`config.mk`:
```
export PLATFORM = sky130hd
export DESIGN_NAME = binary_morphology_3x3_top
export DESIGN_NICKNAME = d
export VERILOG_FILES = /design/src/rtl/bmorph_pkg.sv /design/src/rtl/bmorph_ram.sv /design/src/rtl/bmorph_regs.sv /design/src/rtl/bmorph_front.sv /design/src/rtl/bmorph_queue.sv /design/src/rtl/bmorph_back.sv /design/src/rtl/binary_morphology_3x3_top.sv
export SDC_FILE = /design/constraint.sdc
export NUM_CORES = 2
export LEC_CHECK = 0
export BUFFER_PORTS_ARGS = -buffer_cell sky130_fd_sc_hd__buf_2
export CORE_ASPECT_RATIO = 1.25
export CORE_MARGIN = 1.5
export CORE_UTILIZATION = 35
export DETAILED_ROUTE_END_ITERATION = 12
export PLACE_DENSITY_LB_ADDON = 0.05
export SETUP_SLACK_MARGIN = 0.1
export SYNTH_ARGS = -nofsm -noshare
export SYNTH_HDL_FRONTEND = slang
export SYNTH_MEMORY_MAX_BITS = 65536
export SYNTH_SLANG_ARGS = --single-unit
```
`constraint.sdc`:
```
create_clock -name clk -period 18.1 [get_ports clk]
set_clock_uncertainty 0.2 [all_clocks]
set_input_delay 1.81 -clock clk [delete_from_list [all_inputs] [get_ports clk]]
set_output_delay 1.81 -clock clk [all_outputs]
set_load 0.05 [all_outputs]
```
`src/rtl/bmorph_pkg.sv`:
```
// ----------------------------------------------------------------------------
// bmorph_pkg
// Shared types and constants of the 3x3 binary morphology block.
// ----------------------------------------------------------------------------
`default_nettype none

package bmorph_pkg;

    localparam int MAX_WIDTH    = 1024;
    localparam int MAX_HEIGHT   = 4096;
    localparam int COL_W        = $clog2(MAX_WIDTH);
    localparam int ROW_W        = $clog2(MAX_HEIGHT);
    localparam int WIDTH_REG_W  = 11;
    localparam int HEIGHT_REG_W = 13;
    localparam int MIN_DIM      = 3;
    localparam int PIX_W        = 8;

    localparam int APB_ADDR_W   = 4;
    localparam int APB_DATA_W   = 32;

    // per-pixel flags kept in the line stores and the window
    localparam int FLAG_W       = 2;
    localparam int FLAG_FULL    = 0;
    localparam int FLAG_NONZERO = 1;
    localparam int LS_W         = 2 * FLAG_W;

    localparam int WIN_CELLS    = 9;
    // cells 1,3,4,5,7 of the 3x3 window
    localparam logic [WIN_CELLS-1:0] CROSS_MASK = 9'b010111010;
    localparam logic [WIN_CELLS-1:0] SQUARE_MASK = '1;

    localparam int QUEUE_DEPTH  = 2;
    localparam int QUEUE_AW     = $clog2(QUEUE_DEPTH);
    localparam int QUEUE_CW     = $clog2(QUEUE_DEPTH + 1);

    localparam logic [PIX_W-1:0] PIX_WHITE = 8'hFF;
    localparam logic [PIX_W-1:0] PIX_BLACK = 8'h00;

    localparam logic MODE_DILATE = 1'b1;
    localparam logic ACT_DRAIN   = 1'b1;

    typedef enum logic [1:0] {
        REG_MODE   = 2'd0,
        REG_CONN   = 2'd1,
        REG_WIDTH  = 2'd2,
        REG_HEIGHT = 2'd3
    } reg_idx_t;

    typedef struct packed {
        logic             action;
        logic [PIX_W-1:0] pixel_in;
    } in_item_t;

    typedef struct packed {
        logic [PIX_W-1:0] pixel_out;
        logic             last_in_frame;
    } out_item_t;

    typedef struct packed {
        logic             operation_mode;
        logic             eight_connected;
        logic [COL_W-1:0] col_last;
        logic [ROW_W-1:0] row_last;
        logic             restart;
    } cfg_t;

    typedef struct packed {
        logic              shift;
        logic              emit;
        logic              interior;
        logic              last;
        logic [FLAG_W-1:0] flags;
        logic [COL_W-1:0]  addr;
    } cmd_t;

    typedef struct packed {
        cmd_t              cmd;
        logic [FLAG_W-1:0] upper;
        logic [FLAG_W-1:0] middle;
    } qentry_t;

endpackage

`default_nettype wire

```
`src/rtl/bmorph_ram.sv`:
```
// ----------------------------------------------------------------------------
// bmorph_ram
// Generic simple dual-port RAM, one write and one registered read port.
// ----------------------------------------------------------------------------
`default_nettype none

module bmorph_ram #(
    parameter int DATA_W = 8,
    parameter int DEPTH  = 256
) (
    input  wire logic                     clk,
    input  wire logic                     we,
    input  wire logic [$clog2(DEPTH)-1:0] waddr,
    input  wire logic [DATA_W-1:0]        wdata,
    input  wire logic                     re,
    input  wire logic [$clog2(DEPTH)-1:0] raddr,
    output logic      [DATA_W-1:0]        rdata
);

    logic [DATA_W-1:0] mem_reg [DEPTH];

    always_ff @(posedge clk)
    begin
        if (we)
        begin
            mem_reg[waddr] <= wdata;
        end
        if (re)
        begin
            rdata <= mem_reg[raddr];
        end
    end

endmodule

`default_nettype wire

```
`src/rtl/bmorph_regs.sv`:
```
// ----------------------------------------------------------------------------
// bmorph_regs
// APB register file: mode, connectivity and frame size.
// ----------------------------------------------------------------------------
`default_nettype none

module bmorph_regs (
    input  wire logic                                clk,
    input  wire logic                                rst_n,
    input  wire logic                                psel,
    input  wire logic                                penable,
    input  wire logic                                pwrite,
    input  wire logic [bmorph_pkg::APB_ADDR_W-1:0]   paddr,
    input  wire logic [bmorph_pkg::APB_DATA_W-1:0]   pwdata,
    output logic      [bmorph_pkg::APB_DATA_W-1:0]   prdata,
    output logic                                     pready,
    output bmorph_pkg::cfg_t                         cfg
);

    import bmorph_pkg::*;

    logic                    mode_reg;
    logic                    conn_reg;
    logic [WIDTH_REG_W-1:0]  width_reg;
    logic [HEIGHT_REG_W-1:0] height_reg;
    logic                    wr;
    reg_idx_t                idx;
    logic [WIDTH_REG_W-1:0]  w_eff;
    logic [HEIGHT_REG_W-1:0] h_eff;

    assign pready = 1'b1;
    assign wr     = psel && penable && pwrite;
    assign idx    = reg_idx_t'(paddr[APB_ADDR_W-1:2]);

    always_ff @(posedge clk or negedge rst_n)
    begin
        if (!rst_n)
        begin
            mode_reg   <= 1'b0;
            conn_reg   <= 1'b1;
            width_reg  <= WIDTH_REG_W'(640);
            height_reg <= HEIGHT_REG_W'(480);
        end
        else if (wr)
        begin
            unique case (idx)
                REG_MODE:   mode_reg   <= pwdata[0];
                REG_CONN:   conn_reg   <= pwdata[0];
                REG_WIDTH:  width_reg  <= pwdata[WIDTH_REG_W-1:0];
                REG_HEIGHT: height_reg <= pwdata[HEIGHT_REG_W-1:0];
                default:    ;
            endcase
        end
    end

    always_comb
    begin
        unique case (idx)
            REG_MODE:   prdata = APB_DATA_W'(mode_reg);
            REG_CONN:   prdata = APB_DATA_W'(conn_reg);
            REG_WIDTH:  prdata = APB_DATA_W'(width_reg);
            REG_HEIGHT: prdata = APB_DATA_W'(height_reg);
            default:    prdata = '0;
        endcase
    end

    // saturate frame size to the supported range
    always_comb
    begin
        priority if (width_reg < WIDTH_REG_W'(MIN_DIM))
            w_eff = WIDTH_REG_W'(MIN_DIM);
        else if (width_reg > WIDTH_REG_W'(MAX_WIDTH))
            w_eff = WIDTH_REG_W'(MAX_WIDTH);
        else
            w_eff = width_reg;

        priority if (height_reg < HEIGHT_REG_W'(MIN_DIM))
            h_eff = HEIGHT_REG_W'(MIN_DIM);
        else if (height_reg > HEIGHT_REG_W'(MAX_HEIGHT))
            h_eff = HEIGHT_REG_W'(MAX_HEIGHT);
        else
            h_eff = height_reg;
    end

    assign cfg.operation_mode  = mode_reg;
    assign cfg.eight_connected = conn_reg;
    assign cfg.col_last        = COL_W'(w_eff - WIDTH_REG_W'(1));
    assign cfg.row_last        = ROW_W'(h_eff - HEIGHT_REG_W'(1));
    assign cfg.restart         = wr && (idx == REG_WIDTH || idx == REG_HEIGHT);

endmodule

`default_nettype wire

```
`src/rtl/bmorph_front.sv`:
```
// ----------------------------------------------------------------------------
// bmorph_front
// Input side: raster counters, beat classification and the line stores.
// ----------------------------------------------------------------------------
`default_nettype none

module bmorph_front (
    input  wire logic                  clk,
    input  wire logic                  rst_n,
    input  wire bmorph_pkg::cfg_t      cfg,
    input  wire logic                  pix_valid,
    output logic                       pix_ready,
    input  wire bmorph_pkg::in_item_t  pix_data,
    output logic                       q_push,
    input  wire logic                  q_ready,
    output bmorph_pkg::qentry_t        q_entry
);

    import bmorph_pkg::*;

    logic [COL_W-1:0] in_col_reg, in_col_next;
    logic [ROW_W-1:0] in_row_reg, in_row_next;
    logic [COL_W-1:0] out_col_reg, out_col_next;
    logic [ROW_W-1:0] out_row_reg, out_row_next;
    logic             full_reg, full_next;
    logic             s1_valid_reg, s1_valid_next;
    cmd_t             s1_cmd_reg, s1_cmd_next;

    logic             fire;
    logic             is_pixel;
    logic             primed;
    logic             do_emit;
    cmd_t             cmd;
    logic [LS_W-1:0]  ls_rdata;
    logic [LS_W-1:0]  ls_wdata;

    assign q_push    = s1_valid_reg && q_ready;
    assign pix_ready = !s1_valid_reg || q_ready;
    assign fire      = pix_valid && pix_ready;
    assign is_pixel  = !full_reg && (pix_data.action != ACT_DRAIN);
    // results start once the pixel one row and one column ahead arrives
    assign primed    = (in_row_reg != '0)
                       && ((in_row_reg != ROW_W'(1)) || (in_col_reg != '0));
    assign do_emit   = full_reg || (is_pixel && primed);

    always_comb
    begin
        cmd.shift    = is_pixel;
        cmd.emit     = do_emit;
        cmd.interior = (out_row_reg != '0) && (out_row_reg != cfg.row_last)
                       && (out_col_reg != '0) && (out_col_reg != cfg.col_last);
        cmd.last     = (out_row_reg == cfg.row_last) && (out_col_reg == cfg.col_last);
        cmd.flags[FLAG_FULL]    = (pix_data.pixel_in == PIX_WHITE);
        cmd.flags[FLAG_NONZERO] = (pix_data.pixel_in != PIX_BLACK);
        cmd.addr     = in_col_reg;
    end

    always_comb
    begin
        in_col_next   = in_col_reg;
        in_row_next   = in_row_reg;
        out_col_next  = out_col_reg;
        out_row_next  = out_row_reg;
        full_next     = full_reg;
        s1_valid_next = s1_valid_reg;
        s1_cmd_next   = s1_cmd_reg;

        if (q_push)
        begin
            s1_valid_next = 1'b0;
        end

        if (cfg.restart)
        begin
            in_col_next  = '0;
            in_row_next  = '0;
            out_col_next = '0;
            out_row_next = '0;
            full_next    = 1'b0;
        end
        else if (fire)
        begin
            if (is_pixel || full_reg)
            begin
                s1_valid_next = 1'b1;
                s1_cmd_next   = cmd;
            end
            if (is_pixel)
            begin
                if (in_col_reg == cfg.col_last)
                begin
                    in_col_next = '0;
                    if (in_row_reg == cfg.row_last)
                    begin
                        in_row_next = '0;
                        full_next   = 1'b1;
                    end
                    else
                    begin
                        in_row_next = ROW_W'(in_row_reg + 1'b1);
                    end
                end
                else
                begin
                    in_col_next = COL_W'(in_col_reg + 1'b1);
                end
            end
            if (do_emit)
            begin
                if (cmd.last)
                begin
                    in_col_next  = '0;
                    in_row_next  = '0;
                    out_col_next = '0;
                    out_row_next = '0;
                    full_next    = 1'b0;
                end
                else if (out_col_reg == cfg.col_last)
                begin
                    out_col_next = '0;
                    out_row_next = ROW_W'(out_row_reg + 1'b1);
                end
                else
                begin
                    out_col_next = COL_W'(out_col_reg + 1'b1);
                end
            end
        end
    end

    always_ff @(posedge clk or negedge rst_n)
    begin
        if (!rst_n)
        begin
            in_col_reg   <= '0;
            in_row_reg   <= '0;
            out_col_reg  <= '0;
            out_row_reg  <= '0;
            full_reg     <= 1'b0;
            s1_valid_reg <= 1'b0;
        end
        else
        begin
            in_col_reg   <= in_col_next;
            in_row_reg   <= in_row_next;
            out_col_reg  <= out_col_next;
            out_row_reg  <= out_row_next;
            full_reg     <= full_next;
            s1_valid_reg <= s1_valid_next;
        end
    end

    always_ff @(posedge clk)
    begin
        s1_cmd_reg <= s1_cmd_next;
    end

    // Both line stores in one RAM: {upper, middle}. Read on accept, write
    // back {middle, new} when the beat leaves for the queue. Read data holds
    // while the stage is stalled since no new read issues then.
    assign ls_wdata = {ls_rdata[FLAG_W-1:0], s1_cmd_reg.flags};

    bmorph_ram #(
        .DATA_W (LS_W),
        .DEPTH  (MAX_WIDTH)
    ) u_line_store (
        .clk   (clk),
        .we    (q_push && s1_cmd_reg.shift),
        .waddr (s1_cmd_reg.addr),
        .wdata (ls_wdata),
        .re    (fire && is_pixel && !cfg.restart),
        .raddr (in_col_reg),
        .rdata (ls_rdata)
    );

    assign q_entry.cmd    = s1_cmd_reg;
    assign q_entry.upper  = ls_rdata[LS_W-1:FLAG_W];
    assign q_entry.middle = ls_rdata[FLAG_W-1:0];

endmodule

`default_nettype wire

```
`src/rtl/bmorph_queue.sv`:
```
// ----------------------------------------------------------------------------
// bmorph_queue
// Short FIFO between the front and back halves.
// ----------------------------------------------------------------------------
`default_nettype none

module bmorph_queue (
    input  wire logic                 clk,
    input  wire logic                 rst_n,
    input  wire logic                 push,
    input  wire bmorph_pkg::qentry_t  push_data,
    output logic                      push_ready,
    output logic                      pop_valid,
    input  wire logic                 pop,
    output bmorph_pkg::qentry_t       pop_data
);

    import bmorph_pkg::*;

    qentry_t             mem_reg [QUEUE_DEPTH];
    logic [QUEUE_AW-1:0] wr_ptr_reg, wr_ptr_next;
    logic [QUEUE_AW-1:0] rd_ptr_reg, rd_ptr_next;
    logic [QUEUE_CW-1:0] count_reg, count_next;
    logic                do_push;
    logic                do_pop;

    assign push_ready = (count_reg != QUEUE_CW'(QUEUE_DEPTH));
    assign pop_valid  = (count_reg != '0);
    assign pop_data   = mem_reg[rd_ptr_reg];
    assign do_push    = push && push_ready;
    assign do_pop     = pop && pop_valid;

    always_comb
    begin
        wr_ptr_next = wr_ptr_reg;
        rd_ptr_next = rd_ptr_reg;
        count_next  = count_reg;
        if (do_push)
        begin
            wr_ptr_next = (wr_ptr_reg == QUEUE_AW'(QUEUE_DEPTH - 1))
                          ? '0 : QUEUE_AW'(wr_ptr_reg + 1'b1);
        end
        if (do_pop)
        begin
            rd_ptr_next = (rd_ptr_reg == QUEUE_AW'(QUEUE_DEPTH - 1))
                          ? '0 : QUEUE_AW'(rd_ptr_reg + 1'b1);
        end
        unique case ({do_push, do_pop})
            2'b10:   count_next = QUEUE_CW'(count_reg + 1'b1);
            2'b01:   count_next = QUEUE_CW'(count_reg - 1'b1);
            default: count_next = count_reg;
        endcase
    end

    always_ff @(posedge clk or negedge rst_n)
    begin
        if (!rst_n)
        begin
            wr_ptr_reg <= '0;
            rd_ptr_reg <= '0;
            count_reg  <= '0;
        end
        else
        begin
            wr_ptr_reg <= wr_ptr_next;
            rd_ptr_reg <= rd_ptr_next;
            count_reg  <= count_next;
        end
    end

    always_ff @(posedge clk)
    begin
        if (do_push)
        begin
            mem_reg[wr_ptr_reg] <= push_data;
        end
    end

endmodule

`default_nettype wire

```
`src/rtl/bmorph_back.sv`:
```
// ----------------------------------------------------------------------------
// bmorph_back
// Output side: 3x3 flag window, erosion/dilation decision, result register.
// ----------------------------------------------------------------------------
`default_nettype none

module bmorph_back (
    input  wire logic                 clk,
    input  wire logic                 rst_n,
    input  wire bmorph_pkg::cfg_t     cfg,
    input  wire logic                 q_valid,
    input  wire bmorph_pkg::qentry_t  q_entry,
    output logic                      q_pop,
    output logic                      res_valid,
    input  wire logic                 res_ready,
    output bmorph_pkg::out_item_t     res_data
);

    import bmorph_pkg::*;

    logic [FLAG_W-1:0]    win_reg [WIN_CELLS];
    logic [FLAG_W-1:0]    win_next [WIN_CELLS];
    logic [WIN_CELLS-1:0] full_vec;
    logic [WIN_CELLS-1:0] nz_vec;
    logic [WIN_CELLS-1:0] mask;
    logic                 all_full;
    logic                 any_nz;
    logic [PIX_W-1:0]     result;
    logic                 res_valid_reg, res_valid_next;
    out_item_t            res_data_reg, res_data_next;
    logic                 load;

    // beats without a result never wait on the output register
    assign q_pop = q_valid && (!q_entry.cmd.emit || !res_valid_reg || res_ready);
    assign load  = q_pop && q_entry.cmd.emit;

    // cell 3*row+col, row 0 the oldest line, col 0 the oldest column
    always_comb
    begin
        for (int r = 0; r < 3; r++)
        begin
            win_next[3*r]   = q_entry.cmd.shift ? win_reg[3*r+1] : win_reg[3*r];
            win_next[3*r+1] = q_entry.cmd.shift ? win_reg[3*r+2] : win_reg[3*r+1];
        end
        win_next[2] = q_entry.cmd.shift ? q_entry.upper     : win_reg[2];
        win_next[5] = q_entry.cmd.shift ? q_entry.middle    : win_reg[5];
        win_next[8] = q_entry.cmd.shift ? q_entry.cmd.flags : win_reg[8];
    end

    always_comb
    begin
        for (int i = 0; i < WIN_CELLS; i++)
        begin
            full_vec[i] = win_next[i][FLAG_FULL];
            nz_vec[i]   = win_next[i][FLAG_NONZERO];
        end
    end

    assign mask     = cfg.eight_connected ? SQUARE_MASK : CROSS_MASK;
    assign all_full = &(full_vec | ~mask);
    assign any_nz   = |(nz_vec & mask);

    always_comb
    begin
        priority if (!q_entry.cmd.interior)
            result = PIX_WHITE;
        else if (cfg.operation_mode == MODE_DILATE)
            result = any_nz ? PIX_WHITE : PIX_BLACK;
        else
            result = all_full ? PIX_WHITE : PIX_BLACK;
    end

    always_comb
    begin
        res_valid_next = res_valid_reg;
        res_data_next  = res_data_reg;
        if (load)
        begin
            res_valid_next              = 1'b1;
            res_data_next.pixel_out     = result;
            res_data_next.last_in_frame = q_entry.cmd.last;
        end
        else if (res_ready)
        begin
            res_valid_next = 1'b0;
        end
    end

    always_ff @(posedge clk or negedge rst_n)
    begin
        if (!rst_n)
        begin
            res_valid_reg <= 1'b0;
            for (int i = 0; i < WIN_CELLS; i++)
            begin
                win_reg[i] <= '0;
            end
        end
        else
        begin
            res_valid_reg <= res_valid_next;
            if (cfg.restart || (load && q_entry.cmd.last))
            begin
                for (int i = 0; i < WIN_CELLS; i++)
                begin
                    win_reg[i] <= '0;
                end
            end
            else if (q_pop)
            begin
                for (int i = 0; i < WIN_CELLS; i++)
                begin
                    win_reg[i] <= win_next[i];
                end
            end
        end
    end

    always_ff @(posedge clk)
    begin
        res_data_reg <= res_data_next;
    end

    assign res_valid = res_valid_reg;
    assign res_data  = res_data_reg;

endmodule

`default_nettype wire

```
`src/rtl/binary_morphology_3x3_top.sv`:
```
// ----------------------------------------------------------------------------
// binary_morphology_3x3_top: 3x3 binary erosion/dilation on a raster stream
// Beats pass the front stage register, the queue and the result register.
// Throughput: one beat per cycle with the output free; the line-store RAM
// is read once and written once per pixel. Reset: mode erosion, 8-connected,
// 640x480; line stores are not cleared and hold no valid data until written.
// ----------------------------------------------------------------------------
`default_nettype none

module binary_morphology_3x3_top (
    input  wire logic                                clk,
    input  wire logic                                rst_n,
    input  wire logic                                pix_valid,
    output logic                                     pix_ready,
    input  wire bmorph_pkg::in_item_t                pix_data,
    output logic                                     res_valid,
    input  wire logic                                res_ready,
    output bmorph_pkg::out_item_t                    res_data,
    input  wire logic                                psel,
    input  wire logic                                penable,
    input  wire logic                                pwrite,
    input  wire logic [bmorph_pkg::APB_ADDR_W-1:0]   paddr,
    input  wire logic [bmorph_pkg::APB_DATA_W-1:0]   pwdata,
    output logic      [bmorph_pkg::APB_DATA_W-1:0]   prdata,
    output logic                                     pready
);

    import bmorph_pkg::*;

    cfg_t    cfg;
    logic    q_push;
    logic    q_ready;
    qentry_t q_in;
    logic    q_valid;
    logic    q_pop;
    qentry_t q_out;

    bmorph_regs u_regs (
        .clk     (clk),
        .rst_n   (rst_n),
        .psel    (psel),
        .penable (penable),
        .pwrite  (pwrite),
        .paddr   (paddr),
        .pwdata  (pwdata),
        .prdata  (prdata),
        .pready  (pready),
        .cfg     (cfg)
    );

    bmorph_front u_front (
        .clk       (clk),
        .rst_n     (rst_n),
        .cfg       (cfg),
        .pix_valid (pix_valid),
        .pix_ready (pix_ready),
        .pix_data  (pix_data),
        .q_push    (q_push),
        .q_ready   (q_ready),
        .q_entry   (q_in)
    );

    bmorph_queue u_queue (
        .clk        (clk),
        .rst_n      (rst_n),
        .push       (q_push),
        .push_data  (q_in),
        .push_ready (q_ready),
        .pop_valid  (q_valid),
        .pop        (q_pop),
        .pop_data   (q_out)
    );

    bmorph_back u_back (
        .clk       (clk),
        .rst_n     (rst_n),
        .cfg       (cfg),
        .q_valid   (q_valid),
        .q_entry   (q_out),
        .q_pop     (q_pop),
        .res_valid (res_valid),
        .res_ready (res_ready),
        .res_data  (res_data)
    );

endmodule

`default_nettype wire

```
Yosys cells after proc, flatten, opt, wreduce, memory -nomap -nowiden
Memory sizes are Yosys's and may differ from the RTL's. A register that Yosys moved wholly into a read port is not among the register bits.
Index checks and enable logic that the tools add are counted.
W data, S select, Z words.
{ "word_totals": {"ff_bits": 120, "latchBits": 0, "ram_bits": 4136, "romBits": 0, "inputBits": 52, "out_inout_bits": 44, "word_cells": 184, "n_memories": 2} }
{ "memory_table": {"columns": ["memory", "depth", "word_bits", "rd", "rd_clocked_by_memory_dff", "wr", "line", "text"], "rows": [
  ["u_front.u_line_store.mem_reg", 1024, 4, 1, 1, 1, "bmorph_ram.sv:20", "logic [DATA_W-1:0] mem_reg [DEPTH];"],
  ["u_queue.mem_reg", 2, 20, 1, 0, 1, "bmorph_queue.sv:20", "qentry_t mem_reg [QUEUE_DEPTH];"]
]} }
{ "classes": {"addsub": 10, "multipliers": 0, "div": 0, "n_lt_le_gt_ge": 4, "eq_ne": 14, "shift": 0, "mux": 63, "n_bitwise": 5, "n_reduce_logical": 55} }
{ "op_table": {"columns": ["operator", "count"], "rows": [
  ["$mux W12", 14],
  ["$mux W10", 13],
  ["$pmux W32 S4", 1],
  ["$mux W18", 2],
  ["$add A12 B1 Y12 const B", 2],
  ["$eq A12 B12 Y1", 2],
  ["$mux W8", 3],
  ["$reduce_bool A12 Y1", 2],
  ["$add A10 B1 Y10 const B", 2],
  ["$eq A10 B10 Y1", 2],
  ["$logic_and A1 B1 Y1", 20],
  ["$reduce_bool A10 Y1", 2],
  ["$mux W1", 19],
  ["$mux W2", 9],
  ["$gt A13 B13 Y1 const B", 1],
  ["$lt A13 B2 Y1 const B", 1],
  ["$ne A12 B1 Y1 const B", 1],
  ["$ne A12 B12 Y1", 1],
  ["$reduce_bool A2 Y1", 6],
  ["$sub A12 B1 Y12 const B", 1],
  ["$gt A11 B11 Y1 const B", 1],
  ["$lt A11 B2 Y1 const B", 1],
  ["$ne A10 B10 Y1", 1],
  ["$reduce_and A2 Y1", 5],
  ["other kinds (22)", 39]
]} }

Logic depth before layout (Yosys ltp)
{ "depth": {"depth_word": 12, "depth_mapped": 18, "depth_no_buf": 13} }

By module
A second synthesis with hierarchy kept.
{ "unflattened": {"cells_unflattened": 9099, "hier_area_um2": 170780.0} }
{ "by_module_without_submodules": {"columns": ["module", "instances", "cells_per_inst", "area_each_um2", "seq_area_each_um2"], "rows": [
  ["bmorph_ram", 1, 8290, 162138.0, 123118.1],
  ["bmorph_front", 1, 425, 3947.5, 1631.6],
  ["bmorph_regs", 1, 206, 1965.6, 659.4],
  ["bmorph_queue", 1, 79, 1631.6, 1301.2],
  ["bmorph_back", 1, 99, 1097.3, 535.5]
]} }

Worst setup path after synthesis
OpenSTA, ideal clock, no wires.
{ "synth_path": {"path_type": "register to register", "start": "register u_front.s1_cmd_reg (netlist bit u_front.q_entry[14])", "end": "memory u_front.u_line_store.mem_reg[0][0] (netlist bit), data pin", "setup_ns": 2.675, "arrival_time_ns": 12.040, "required_ns": 15.225, "path_slack_ns": 3.184, "path_stages_with_launch": 1, "n_path_buf": 0, "period_less_slack_ns": 14.916, "path_cell_list": "edfxtp_1"} }
{ "synth_rtl": {"columns": ["element", "line", "text"], "rows": [
  ["start: declaration", "bmorph_front.sv:27", "cmd_t s1_cmd_reg, s1_cmd_next;"],
  ["start signal: assignment", "bmorph_front.sv:155", "s1_cmd_reg <= s1_cmd_next;"],
  ["end: declaration", "bmorph_ram.sv:20", null]
]} }
Straight into the memory's write port.

==> flow_metrics.tcl <==
set metrics [dict create \
    status "finished, final reports clean" \
    hold_path_depth 0 \
    area_growth_pct 13.5 \
    ctsResizeCount 0 \
    hold_buffers 0 \
    drt_first_pass_iters 6 \
    synth_cell_types 85 \
    rsz0062_at_grt "no" \
    worstSkewPairLatency_ns 1.04 \
    overflow 0 \
    synth_top_family_by_area "multiplexers" \
    fmax_ghz 0.135 \
    largest_reg_flops 4096 \
    setup_viol 0 \
    r2r_start "u_front.in_col_reg[0]" \
    cts.sink_count 4233 \
    synth_edf_count 4138 \
    numCtsBuffers 442 \
    synth.area.top_cells "edfxtp_1 (74%), mux4_2 (14%), nor2_1 (2.6%)" \
    min_path_type "reg -> reg" \
    yosys.area_share.simple_pct 4.23 \
    cts_setup_buffers 0 \
    die_w_um 623 \
    start_util_pct 35.1 \
    ys_seq_elements 4233 \
    synth_top_area_cell "edfxtp_1" \
    antenna_found_initial 47 \
    clockBufferDepth 4 \
    synth.area.mux_share_pct 14.8 \
    syn_avg_cell_area_um2 19.4 \
    netlist_area_um2 168000 \
    synthFlopType "edfxtp_1" \
    wire_per_inst_um 34.2 \
    hold_end "u_queue.mem_reg[1][17]" \
    detail_route.drc_violations 0 \
    final-hold-violation-count 0 \
    core_area_um2 479000 \
    leakage_nw 57.2 \
    rrSetupSlack_ns 10.67 \
    maxCapViolations 0 \
    clkTransAtPathRegs_ns 0.06 \
    cts_root_buf "clkbuf_16" \
    io_buffer_count 54 \
    postRouteAntennaNets 0 \
    finalSetupTns_ns 0 \
    critical_path_class "reg -> reg" \
    required_ns 18.69 \
    wirelength_um 529000 \
    die_h_um 778 \
    timing.rr.end "u_front.u_line_store.rdata[2]" \
    worstSetupEndpointType "register" \
    nNetsFinal 8850 \
    ir_worst_vdd_mv 0.122 \
    combPwrFrac_pct 19.8 \
    power.density_nw_per_um2 133 \
    switching_share_pct 27.7 \
    finalCritPeriodShare_pct 41.1 \
    netlist_instances 8690 \
    yosys.area_share.adder_pct 0.0893 \
    ys_seq_area_share_pct 75.3 \
    gp_congestion 0.806 \
    htree_levels 5 \
    die_area_um2 485000 \
    worst_slew_pin_slew_ns 1.38 \
    drive_gt1_share_pct 23.4 \
    grt_pass1_wl_um 734000 \
    place_area_um2 176000 \
    synthArstFlopShare_pct 2.24 \
    finalCriticalPeriod_ns 7.43 \
    crit_fanout 73 \
    cts_tree "done" \
    vias 85700 \
    synth_top_area_share_pct 73.9 \
    max_slew_margin_pct 7.57 \
    crit_path_start_kind "register" \
    first_global_vias 90300 \
    p_switching_w 0.00705 \
    finalInstanceArea_um2 191000 \
    clockPowerShare_pct 36.3 \
    yosysWarnings 0 \
    synth_compound_area_share_pct 3.63 \
    slew_viol_final 0 \
    grt_max_degree 238 \
    via_per_inst 5.54 \
    grtUsageTotal_pct 21.5 \
    synth_xor_area_share_pct 0.182 \
    hpwl_um 315000 \
    io_pins 96 \
    seq_power_share_pct 43.9 \
    worstPathArrival_ns 8.02 \
    p_int_w 0.0184 \
    rows 284 \
    hp-start "u_front.q_entry[17]" \
    drt_iter0_drc 8514 \
    r2r_cells 12 \
]
[stage by stage]
stage	hold WS [ns]	std cells	utilization (%)	power (W)	setup WS, ns
floorplan	0.221	8708	-	0.0151	3.18
global placement	0.235	14600	36.8	0.0165	10.54
detailed placement	0.235	14600	36.8	0.0166	10.54
CTS	0.250	15500	39.9	0.0258	10.55
global route	0.271	15500	39.9	0.0264	10.44
finish	0.252	15500	39.9	0.0255	10.67
[layout by cell type, fill, tap and decap left out, drive strengths merged, types with 18 or more instances in the layout]
cell         n
clkinvlp    30
conb        20
nand3       57
bufinv      56
nand2      195
nand4       35
nor2b       19
inv         50
dfrtp       88
edfxtp    4138
nor2      1145
o21ai       62
nor3        58
o41ai       29
o22ai       26
buf        294
xnor2       27
mux4      1072
a22o        19
nor4        44
a22oi      379
a211oi      23
clkinv     196
mux2i       50
clkbuf     524
a21oi      216
a221oi      18
mux2        27
[cells in the mapped netlist, drive strengths merged (57+ instances only)]
| library cell | number |
|---|---|
| a21oi | 216 |
| a22oi | 379 |
| buf | 218 |
| clkbuf | 442 |
| dfrtp | 88 |
| edfxtp | 4138 |
| mux4 | 1072 |
| nand2 | 195 |
| nand3 | 57 |
| nor2 | 1145 |
| nor3 | 58 |
| o21ai | 62 |
[worst max-delay path, cell delays in order (launching register included)]
cell and delay (ns):
dfrtp_4 0.83, buf_12 0.57, buf_4 0.69, buf_4 0.59
buf_4 0.76, mux4_2 0.61, a22oi_1 0.29, a21oi_1 0.20
nor4_2 0.99, o21ai_0 0.48, nor2_1 0.20, o21ai_0 0.37
o31a_1 0.23
[cell families (layout without fill, tap and decap cells)]
family                     count (synthesis)  after routing
AOI/OAI and AO/OA                        883            883
xor gates and xnor gates                  35             35
adders and majority gates                 12             12
buffers and inverters                    700           1150
DFF                                     4233           4233
muxes                                   1149           1149
other                                      2             31
and+or+nand+nor                         1676           1676
[how the worst max path moves through the flow]
| stage | end | slack, ns | startpoint | cells past startpoint |
|---|---|---|---|---|
| floorplan | u_front.u_line_store.mem_reg[0][0] | 3.18 | u_front.q_entry[14] | 0 |
| global placement | u_front.u_line_store.rdata[2] | 10.54 | u_front.in_col_reg[0] | 12 |
| detailed placement | u_front.u_line_store.rdata[2] | 10.54 | u_front.in_col_reg[0] | 12 |
| CTS | u_front.u_line_store.rdata[2] | 10.55 | u_front.in_col_reg[0] | 12 |
| global route | u_front.u_line_store.rdata[2] | 10.44 | u_front.in_col_reg[0] | 12 |
| finish | u_front.u_line_store.rdata[2] | 10.67 | u_front.in_col_reg[0] | 12 |
[power groups by stage]
stage	Clock (W)	Sequential, W	Combinational (W)
5_1_grt	0.00979	0.0112	0.00538
2_1_floorplan	0	0.0118	0.00332
3_3_place_gp	0	0.0114	0.00513
6_report	0.00924	0.0112	0.00504
4_1_cts	0.00945	0.0112	0.00518
3_5_place_dp	0	0.0114	0.00517
[final cells by class]
type / instances / area [um^2]
fill: 42600 / 288000
tap: 6292 / 7870
clock buffer: 524 / 11500
inverter: 40 / 150
antenna: 11 / 27.5
clock inverter: 292 / 3080
multi-input combinational: 3775 / 39200
sequential: 4233 / 127000
timing repair buffer: 294 / 2340
[per-layer routing]
metal / up-vias / GRT usage (%) / part of all wire (%)
met5: - / 0 / 0
met4: 0 / 6.95 / 3.6
met3: 634 / 2.51 / 4.6
met2: 2620 / 37.3 / 51
met1: 46700 / 28.3 / 41
li1: 35700 / - / -
Note: power is estimated with default switching activity, not from simulation.
